$ cat src/hdl/vnorm_pkg.sv
// shared types and constants for the vector norm unit
package vnorm_pkg;

    // field and state widths
    localparam int unsigned PIXEL_W = 8;
    localparam int unsigned TOTAL_W = 41;
    localparam int unsigned OUT_W   = 48;
    localparam int unsigned MODE_W  = 2;

    // parameter defaults
    localparam int unsigned DEF_MAX_ELEMENTS  = 16777216;
    localparam int unsigned DEF_FRACTION_BITS = 16;

    // norm mode codes; the unused code behaves as maximum
    localparam logic [MODE_W-1:0] MODE_L1  = 2'd0;
    localparam logic [MODE_W-1:0] MODE_L2  = 2'd1;
    localparam logic [MODE_W-1:0] MODE_MAX = 2'd2;

    // sequencer states
    typedef enum logic [1:0] {
        ST_ACCUM,
        ST_SQRT,
        ST_DELIVER
    } t_state;

endpackage

$ cat src/hdl/vector_norm_l1_l2_inf_unit.sv
// vector norm unit (l1 sum, l2 root of sum of squares, maximum) over a sample stream
// Usage: samples enter on the s-channel, one 8-bit sample per item in s_tdata,
// with s_tlast on the last sample of a frame. The mode register (cfg_wr_en,
// cfg_wr_data) picks the measure; the user must write it only while the block is
// idle, as the block has no check for it. One result per frame leaves on the
// m-channel: m_tdata carries the norm in unsigned fixed point with FRACTION_BITS
// fraction bits, m_tuser the saturation flag. Samples that are not last go to the
// accumulator at one per cycle while no root result is pending. A last sample in l1 or
// maximum mode puts its result in the output register, valid from the next cycle.
// A last sample in l2 mode starts the restoring square-root step, one result bit
// per cycle for 21 + FRACTION_BITS bits, then delivers once the output register is
// free; s_tready is low during that time. The result sits in an output register:
// the block keeps taking samples while it waits, but holds off a last sample until
// that register is free. Reset clears the mode to l1, the running total, the overflow
// flag and the output valid; a stalled receiver only holds the result in place.
module vector_norm_l1_l2_inf_unit #(
    parameter int unsigned MAX_ELEMENTS  = vnorm_pkg::DEF_MAX_ELEMENTS,
    parameter int unsigned FRACTION_BITS = vnorm_pkg::DEF_FRACTION_BITS
) (
    input  logic        i_clk,
    input  logic        i_rst_n,
    // configuration: norm mode
    input  logic        i_cfg_wr_en,
    input  logic [1:0]  i_cfg_wr_data,
    // sample stream
    input  logic        i_s_tvalid,
    output logic        o_s_tready,
    input  logic [7:0]  i_s_tdata,   // [7:0] pixel_value
    input  logic        i_s_tlast,   // last_element
    // result stream
    output logic        o_m_tvalid,
    input  logic        i_m_tready,
    output logic [47:0] o_m_tdata,   // [47:0] norm_value
    output logic [0:0]  o_m_tuser    // [0] saturated
);

    localparam int unsigned TW = vnorm_pkg::TOTAL_W;
    localparam int unsigned OW = vnorm_pkg::OUT_W;

    // clamp limits of the running total
    localparam logic [63:0] TOTAL_MAX64 = (64'd1 << TW) - 64'd1;
    localparam logic [63:0] L1_RAW64    = 64'(MAX_ELEMENTS) * 64'd255;
    localparam logic [63:0] L2_RAW64    = 64'(MAX_ELEMENTS) * 64'd65025;
    localparam logic [63:0] CAP_L1_64   = (L1_RAW64 > TOTAL_MAX64) ? TOTAL_MAX64 : L1_RAW64;
    localparam logic [63:0] CAP_L2_64   = (L2_RAW64 > TOTAL_MAX64) ? TOTAL_MAX64 : L2_RAW64;
    localparam logic [TW-1:0] CAP_L1    = CAP_L1_64[TW-1:0];
    localparam logic [TW-1:0] CAP_L2    = CAP_L2_64[TW-1:0];

    // largest total that still fits the output after scaling
    localparam logic [OW-1:0] OUT_ONES  = {OW{1'b1}};
    localparam logic [OW-1:0] OUT_LIMIT = OUT_ONES >> FRACTION_BITS;

    // square-root sequencer sizes
    localparam int unsigned STEPS = 21 + FRACTION_BITS;
    localparam int unsigned RAD_W = 2 * STEPS;
    localparam int unsigned REM_W = STEPS + 2;
    localparam int unsigned CNT_W = $clog2(STEPS);
    localparam logic [CNT_W-1:0] CNT_LOAD = CNT_W'(STEPS - 1);

    vnorm_pkg::t_state r_state, n_state;
    logic [1:0]       r_mode;
    logic [TW-1:0]    r_total, n_total;
    logic             r_ovf, n_ovf;
    logic [RAD_W-1:0] r_rad, n_rad;
    logic [REM_W-1:0] r_rem, n_rem;
    logic [STEPS-1:0] r_root, n_root;
    logic [CNT_W-1:0] r_cnt, n_cnt;
    logic             r_sqrt_sat, n_sqrt_sat;
    logic             r_out_valid, n_out_valid;
    logic [OW-1:0]    r_out_norm, n_out_norm;
    logic             r_out_sat, n_out_sat;

    logic             s_acc;
    logic             out_free;
    logic [15:0]      acc_add;
    logic [TW:0]      acc_sum;
    logic [TW-1:0]    acc_cap;
    logic [TW-1:0]    acc_total;
    logic             acc_ovf;
    logic [REM_W-1:0] sq_rem_sh;
    logic [REM_W-1:0] sq_trial;

    // handshake
    assign out_free   = !r_out_valid || i_m_tready;
    assign o_s_tready = (r_state == vnorm_pkg::ST_ACCUM) && (!i_s_tlast || out_free);
    assign s_acc      = i_s_tvalid && o_s_tready;
    assign o_m_tvalid = r_out_valid;
    assign o_m_tdata  = r_out_norm;
    assign o_m_tuser  = r_out_sat;

    // accumulator: sum or sum of squares, both clamped, or maximum
    always_comb begin
        acc_add   = 16'(i_s_tdata) * 16'(i_s_tdata);
        acc_cap   = CAP_L2;
        acc_sum   = '0;
        acc_total = r_total;
        acc_ovf   = r_ovf;
        unique case (r_mode)
            vnorm_pkg::MODE_L1, vnorm_pkg::MODE_L2: begin
                if (r_mode == vnorm_pkg::MODE_L1) begin
                    acc_add = 16'(i_s_tdata);
                    acc_cap = CAP_L1;
                end
                acc_sum = {1'b0, r_total} + (TW + 1)'(acc_add);
                if (acc_sum > {1'b0, acc_cap}) begin
                    acc_total = acc_cap;
                    acc_ovf   = 1'b1;
                end else begin
                    acc_total = acc_sum[TW-1:0];
                end
            end
            default: begin
                if (TW'(i_s_tdata) > r_total) begin
                    acc_total = TW'(i_s_tdata);
                end
            end
        endcase
    end

    // one restoring square-root step
    assign sq_rem_sh = {r_rem[REM_W-3:0], r_rad[RAD_W-1 -: 2]};
    assign sq_trial  = {r_root, 2'b01};

    // sequencer: next state and datapath updates
    always_comb begin
        n_state     = r_state;
        n_total     = r_total;
        n_ovf       = r_ovf;
        n_rad       = r_rad;
        n_rem       = r_rem;
        n_root      = r_root;
        n_cnt       = r_cnt;
        n_sqrt_sat  = r_sqrt_sat;
        n_out_valid = r_out_valid && !i_m_tready;
        n_out_norm  = r_out_norm;
        n_out_sat   = r_out_sat;
        unique case (r_state)
            vnorm_pkg::ST_ACCUM: begin
                if (s_acc) begin
                    n_total = acc_total;
                    n_ovf   = acc_ovf;
                    if (i_s_tlast) begin
                        n_total = '0;
                        n_ovf   = 1'b0;
                        if (r_mode == vnorm_pkg::MODE_L2) begin
                            n_rad      = RAD_W'(acc_total) << (2 * FRACTION_BITS);
                            n_rem      = '0;
                            n_root     = '0;
                            n_cnt      = CNT_LOAD;
                            n_sqrt_sat = acc_ovf;
                            n_state    = vnorm_pkg::ST_SQRT;
                        end else begin
                            n_out_valid = 1'b1;
                            if ({7'b0, acc_total} > OUT_LIMIT) begin
                                n_out_norm = OUT_ONES;
                                n_out_sat  = 1'b1;
                            end else begin
                                n_out_norm = OW'(acc_total) << FRACTION_BITS;
                                n_out_sat  = acc_ovf;
                            end
                        end
                    end
                end
            end
            vnorm_pkg::ST_SQRT: begin
                n_rad = r_rad << 2;
                if (sq_rem_sh >= sq_trial) begin
                    n_rem  = sq_rem_sh - sq_trial;
                    n_root = {r_root[STEPS-2:0], 1'b1};
                end else begin
                    n_rem  = sq_rem_sh;
                    n_root = {r_root[STEPS-2:0], 1'b0};
                end
                n_cnt = r_cnt - CNT_W'(1);
                if (r_cnt == '0) begin
                    n_state = vnorm_pkg::ST_DELIVER;
                end
            end
            vnorm_pkg::ST_DELIVER: begin
                if (out_free) begin
                    n_out_valid = 1'b1;
                    n_out_norm  = OW'(r_root);
                    n_out_sat   = r_sqrt_sat;
                    n_state     = vnorm_pkg::ST_ACCUM;
                end
            end
            default: begin
                n_state = vnorm_pkg::ST_ACCUM;
            end
        endcase
    end

    // control registers
    always_ff @(posedge i_clk) begin
        if (!i_rst_n) begin
            r_state     <= vnorm_pkg::ST_ACCUM;
            r_mode      <= vnorm_pkg::MODE_L1;
            r_total     <= '0;
            r_ovf       <= 1'b0;
            r_out_valid <= 1'b0;
        end else begin
            r_state     <= n_state;
            r_total     <= n_total;
            r_ovf       <= n_ovf;
            r_out_valid <= n_out_valid;
            if (i_cfg_wr_en) begin
                r_mode <= i_cfg_wr_data;
            end
        end
    end

    // datapath registers
    always_ff @(posedge i_clk) begin
        r_rad      <= n_rad;
        r_rem      <= n_rem;
        r_root     <= n_root;
        r_cnt      <= n_cnt;
        r_sqrt_sat <= n_sqrt_sat;
        r_out_norm <= n_out_norm;
        r_out_sat  <= n_out_sat;
    end

    // checks
    a_busy_not_ready: assert property (@(posedge i_clk) disable iff (!i_rst_n)
        (r_state != vnorm_pkg::ST_ACCUM) |-> !o_s_tready)
        else $error("sample taken while the root step is busy");

    a_frame_clears: assert property (@(posedge i_clk) disable iff (!i_rst_n)
        (s_acc && i_s_tlast) |=> (r_total == '0 && !r_ovf))
        else $error("running total not cleared after the last sample");

    a_total_capped: assert property (@(posedge i_clk) disable iff (!i_rst_n)
        (r_mode == vnorm_pkg::MODE_L1 || r_mode == vnorm_pkg::MODE_L2)
        && s_acc |=> (r_total <= CAP_L2))
        else $error("running total above its clamp");

    a_direct_result: assert property (@(posedge i_clk) disable iff (!i_rst_n)
        (s_acc && i_s_tlast && r_mode != vnorm_pkg::MODE_L2) |=> o_m_tvalid)
        else $error("no result after a last sample");

endmodule

$ cat config.mk
export PLATFORM = sky130hd
export DESIGN_NAME = vector_norm_l1_l2_inf_unit
export DESIGN_NICKNAME = d
export VERILOG_FILES = /design/src/hdl/vnorm_pkg.sv /design/src/hdl/vector_norm_l1_l2_inf_unit.sv
export SDC_FILE = /design/constraint.sdc
export NUM_CORES = 1
export LEC_CHECK = 0
export BUFFER_PORTS_ARGS = -buffer_cell sky130_fd_sc_hd__buf_2
export CAP_MARGIN = 40
export CORE_ASPECT_RATIO = 0.5
export CORE_MARGIN = 5
export CORE_UTILIZATION = 57
export DETAILED_ROUTE_END_ITERATION = 12
export GPL_ROUTABILITY_DRIVEN = 0
export GPL_TIMING_DRIVEN = 0
export HOLD_SLACK_MARGIN = 0.06
export PLACE_DENSITY = 0.78
export SYNTH_ARGS = -nofsm -noshare
export SYNTH_HDL_FRONTEND = slang
export SYNTH_SLANG_ARGS = --single-unit
$ cat constraint.sdc
create_clock -name i_clk -period 12.8 [get_ports i_clk]
set_input_delay 3.84 -clock i_clk [delete_from_list [all_inputs] [get_ports i_clk]]
set_output_delay 3.84 -clock i_clk [all_outputs]
set_load 0.005 [all_outputs]
==> results.cfg <==
[floorplan]
die_width_um = 245
height_of_the_die_um = 127
floorplan.die_area_um2 = 31200
start_util_pct = 57.3
placement_rows = 43
ioPinCount = 67
core_region_area_um2 = 27400

[timing]
timing.fmax_mhz = 80.9
final.period_utilization_pct = 96.6
final_worst_slack_ns = 0.440
finalClockSkew_ns = 0.0134
final_period_minus_worst_setup_slack_ns = 12.36
slew_violations = 0
worst-slew-pin-transition_ns = 0.909
setup-tns-final_ns = 0
timing.slew.headroom_pct = 38.7
final-setup-viol-count = 0
hold_viol_final = 0

[logic_synthesis]
synth_sequential_area_ratio_pct = 38.8
biggest_area_consumer_among_synthesized_cells = sky130_fd_sc_hd__edfxtp_1
synthesis.area_um2 = 15700
ys_top_cells_by_area = sky130_fd_sc_hd__edfxtp_1, sky130_fd_sc_hd__ha_1, sky130_fd_sc_hd__dfxtp_1
number_of_enable_flip_flop_cells_after_synthesis = 172
synth_warnings = 0
synthDominantCellAreaShare_pct = 32.8
syn_inst = 1678
synth_common_cells = sky130_fd_sc_hd__nor2_1, sky130_fd_sc_hd__edfxtp_1, sky130_fd_sc_hd__inv_1
synth_async_sr_flop_share_pct = 0
mean_instance_size_in_the_synthesized_netlist_um2 = 9.37
synth_nets = 1826
synthMostInstantiatedCell = sky130_fd_sc_hd__nor2_1
postSynthRegisterBits = 219
yosys_most_used_dff = sky130_fd_sc_hd__edfxtp_1
netlist-cell-type-count = 85

[worst_setup_path]
crit_fanout = 11
crit_path_end_kind = flip-flop
worst-endpoint-arrival_ns = 12.76
timing.reg2reg.setup_slack_ns = 4.68
start_kind = input port
worst_ep_required_time_ns = 13.20
timing.critical_path.slowest_cell_delay_ns = 0.62
critPathSlowestCell = sky130_fd_sc_hd__a2bb2oi_1
path_class = in -> reg

[run_status]
run_status = finished clean

[global_route]
antenna_violations_before_repair = 0
number_of_global_route_vias_before_repair = 13000
grt_remaining_overflow = 0
grt_use_total_pct = 26.6
grt_first_pass_wirelength_um = 67500
grt_max_degree = 29

[pwr]
comb_power_share_pct = 28.6
power.sequential.fraction_pct = 39.8
total_power_mw = 2.05
p_leak_nw = 7.41
vdd.ir_drop.worst_mv = 0.0809
cellInternalPower_mw = 1.41
p_sw_mw = 0.641
p_clk_share_pct = 31.6
swShare_pct = 31.2
power-per-cell-area_nw_per_um2 = 115

[placed_design]
dpl.cell_count = 2113
detailedPlacementHpwl_um = 31500
instance_area_after_placement_um2 = 16700
dpl_worst_slack_ns = -2.04
buffer_ports.inserted = 65

[clock_tree]
htree_levels = 1
numCtsBuffers = 22
insertion_delay_ns = 0.51
tritoncts_num_sinks = 219
holdBufCountCts = 0
cts_root_buffer = sky130_fd_sc_hd__clkbuf_16
clock_tree_from_tritoncts = built
clockBufferDepth = 3
cts.clk_slew.worst_paths_ns = 0.06

[route]
number_of_drc_markers_in_iteration_0 = 1627
routedWlPerCell_um = 19.6
antenna_violating_nets_post_route = 0
detailedRoute.firstPassIterationCount = 6
remaining_drc_errors = 0
vias = 13600
totalWireLength_um = 42800
detail_route.vias_per_cell = 6.23

[cells_and_area]
syn2layout_area_growth_pct = 14.0
final_net_count = 1952
finalNonFillerCells = 2180
ratio_of_cells_with_drive_above_1_in_the_final_layout_pct = 14.7
antenna-diode-count = 0
final_cell_area_um2 = 17900

[flow_run]
cap_violations = 0

[min_path]
worstHoldPathType = reg -> reg
[routing by layer]
metal  vias up  global-route usage [%]  share of wire [%]
met5         -                       0                  0
li1       6311                       -                  -
met4         0                    8.24                3.0
met1      6508                    36.2                 42
met2       643                    44.5                 47
met3       123                    3.95                8.3
[cell usage in the layout (no fill, tap or decap), types with 39 or more instances in the layout]
cell type	n
sky130_fd_sc_hd__a21o_1	39
sky130_fd_sc_hd__edfxtp_1	172
sky130_fd_sc_hd__o21ai_0	67
sky130_fd_sc_hd__a21oi_1	81
sky130_fd_sc_hd__nand2_1	99
sky130_fd_sc_hd__clkbuf_1	68
sky130_fd_sc_hd__nor3_1	40
sky130_fd_sc_hd__xnor2_1	53
sky130_fd_sc_hd__and2_1	53
sky130_fd_sc_hd__inv_1	123
sky130_fd_sc_hd__nor2_1	194
sky130_fd_sc_hd__ha_1	103
sky130_fd_sc_hd__buf_2	70
sky130_fd_sc_hd__dfxtp_1	47
[kinds of logic after synthesis]
group | count (synthesis) | synth area share [%]
compound gates | 410 | 18.7
xor+xnor | 80 | 4.46
mux | 46 | 2.99
flops | 219 | 38.8
buf+inv | 220 | 5.54
simple gates | 571 | 17.8
fa+ha+maj | 132 | 11.7
[power groups by stage]
stage,Sequential [mW],Clock (mW),Combinational [mW]
global route,0.819,0.686,0.649
detailed placement,0.832,0,0.546
floorplan,0.834,0,0.406
global placement,0.837,0,0.525
CTS,0.817,0.654,0.558
finish,0.817,0.648,0.588
[path summary, 6_finish.rpt]
kind / start / end / cells after the start
max reg2reg: r_mode[1] / r_total[14] / 29
min reg2reg: r_ovf / r_ovf / 1
min: r_ovf / r_ovf / 1
max: i_s_tdata[7] / r_total[14] / 39
[through the flow]
stage          hold slack (ns)  util [%]
3_5_place_dp             0.493      60.7
6_report                 0.517      65.3
5_1_grt                  0.528      65.3
4_1_cts                  0.508      64.2
3_3_place_gp             0.483      60.1
2_1_floorplan            0.464         -
[repair_timing]
action,CTS,global route
cloned,1,0
buffers inserted,14,17
resized for setup,37,49
setup endpoints to repair,127,122
pin swaps,9,29
endpoints found under the hold margin,0,0
[critical path, delay by kind of cell]
family	cells	cell delay, ns
compound gates	10	2.53
buf+inv	7	1.07
fa+ha+maj	7	2.83
xor+xnor	2	0.32
simple gates	13	2.16
[sequential cells by signal, summed over array words and instances, names as in the netlist]
register / count
r_mode: 2
r_state: 2
r_root: 37
r_ovf: 1
r_sqrt_sat: 1
o_m_tvalid: 1
r_rem: 37
r_cnt: 6
r_total: 41
r_rad: 42
o_m_tuser: 1
o_m_tdata: 48
[area by class of cell]
cell class              instances  area [um2]
fillers                      2170        9510
clock buffers                  29         608
clock inverters                11         101
well taps                     360         450
multi-input cells            1239        9030
plain buffers                  89         422
flip-flops and latches        219        6110
repair buffers                108         739
inverters                     125         469
No activity file was read; power rests on OpenSTA's default activity.
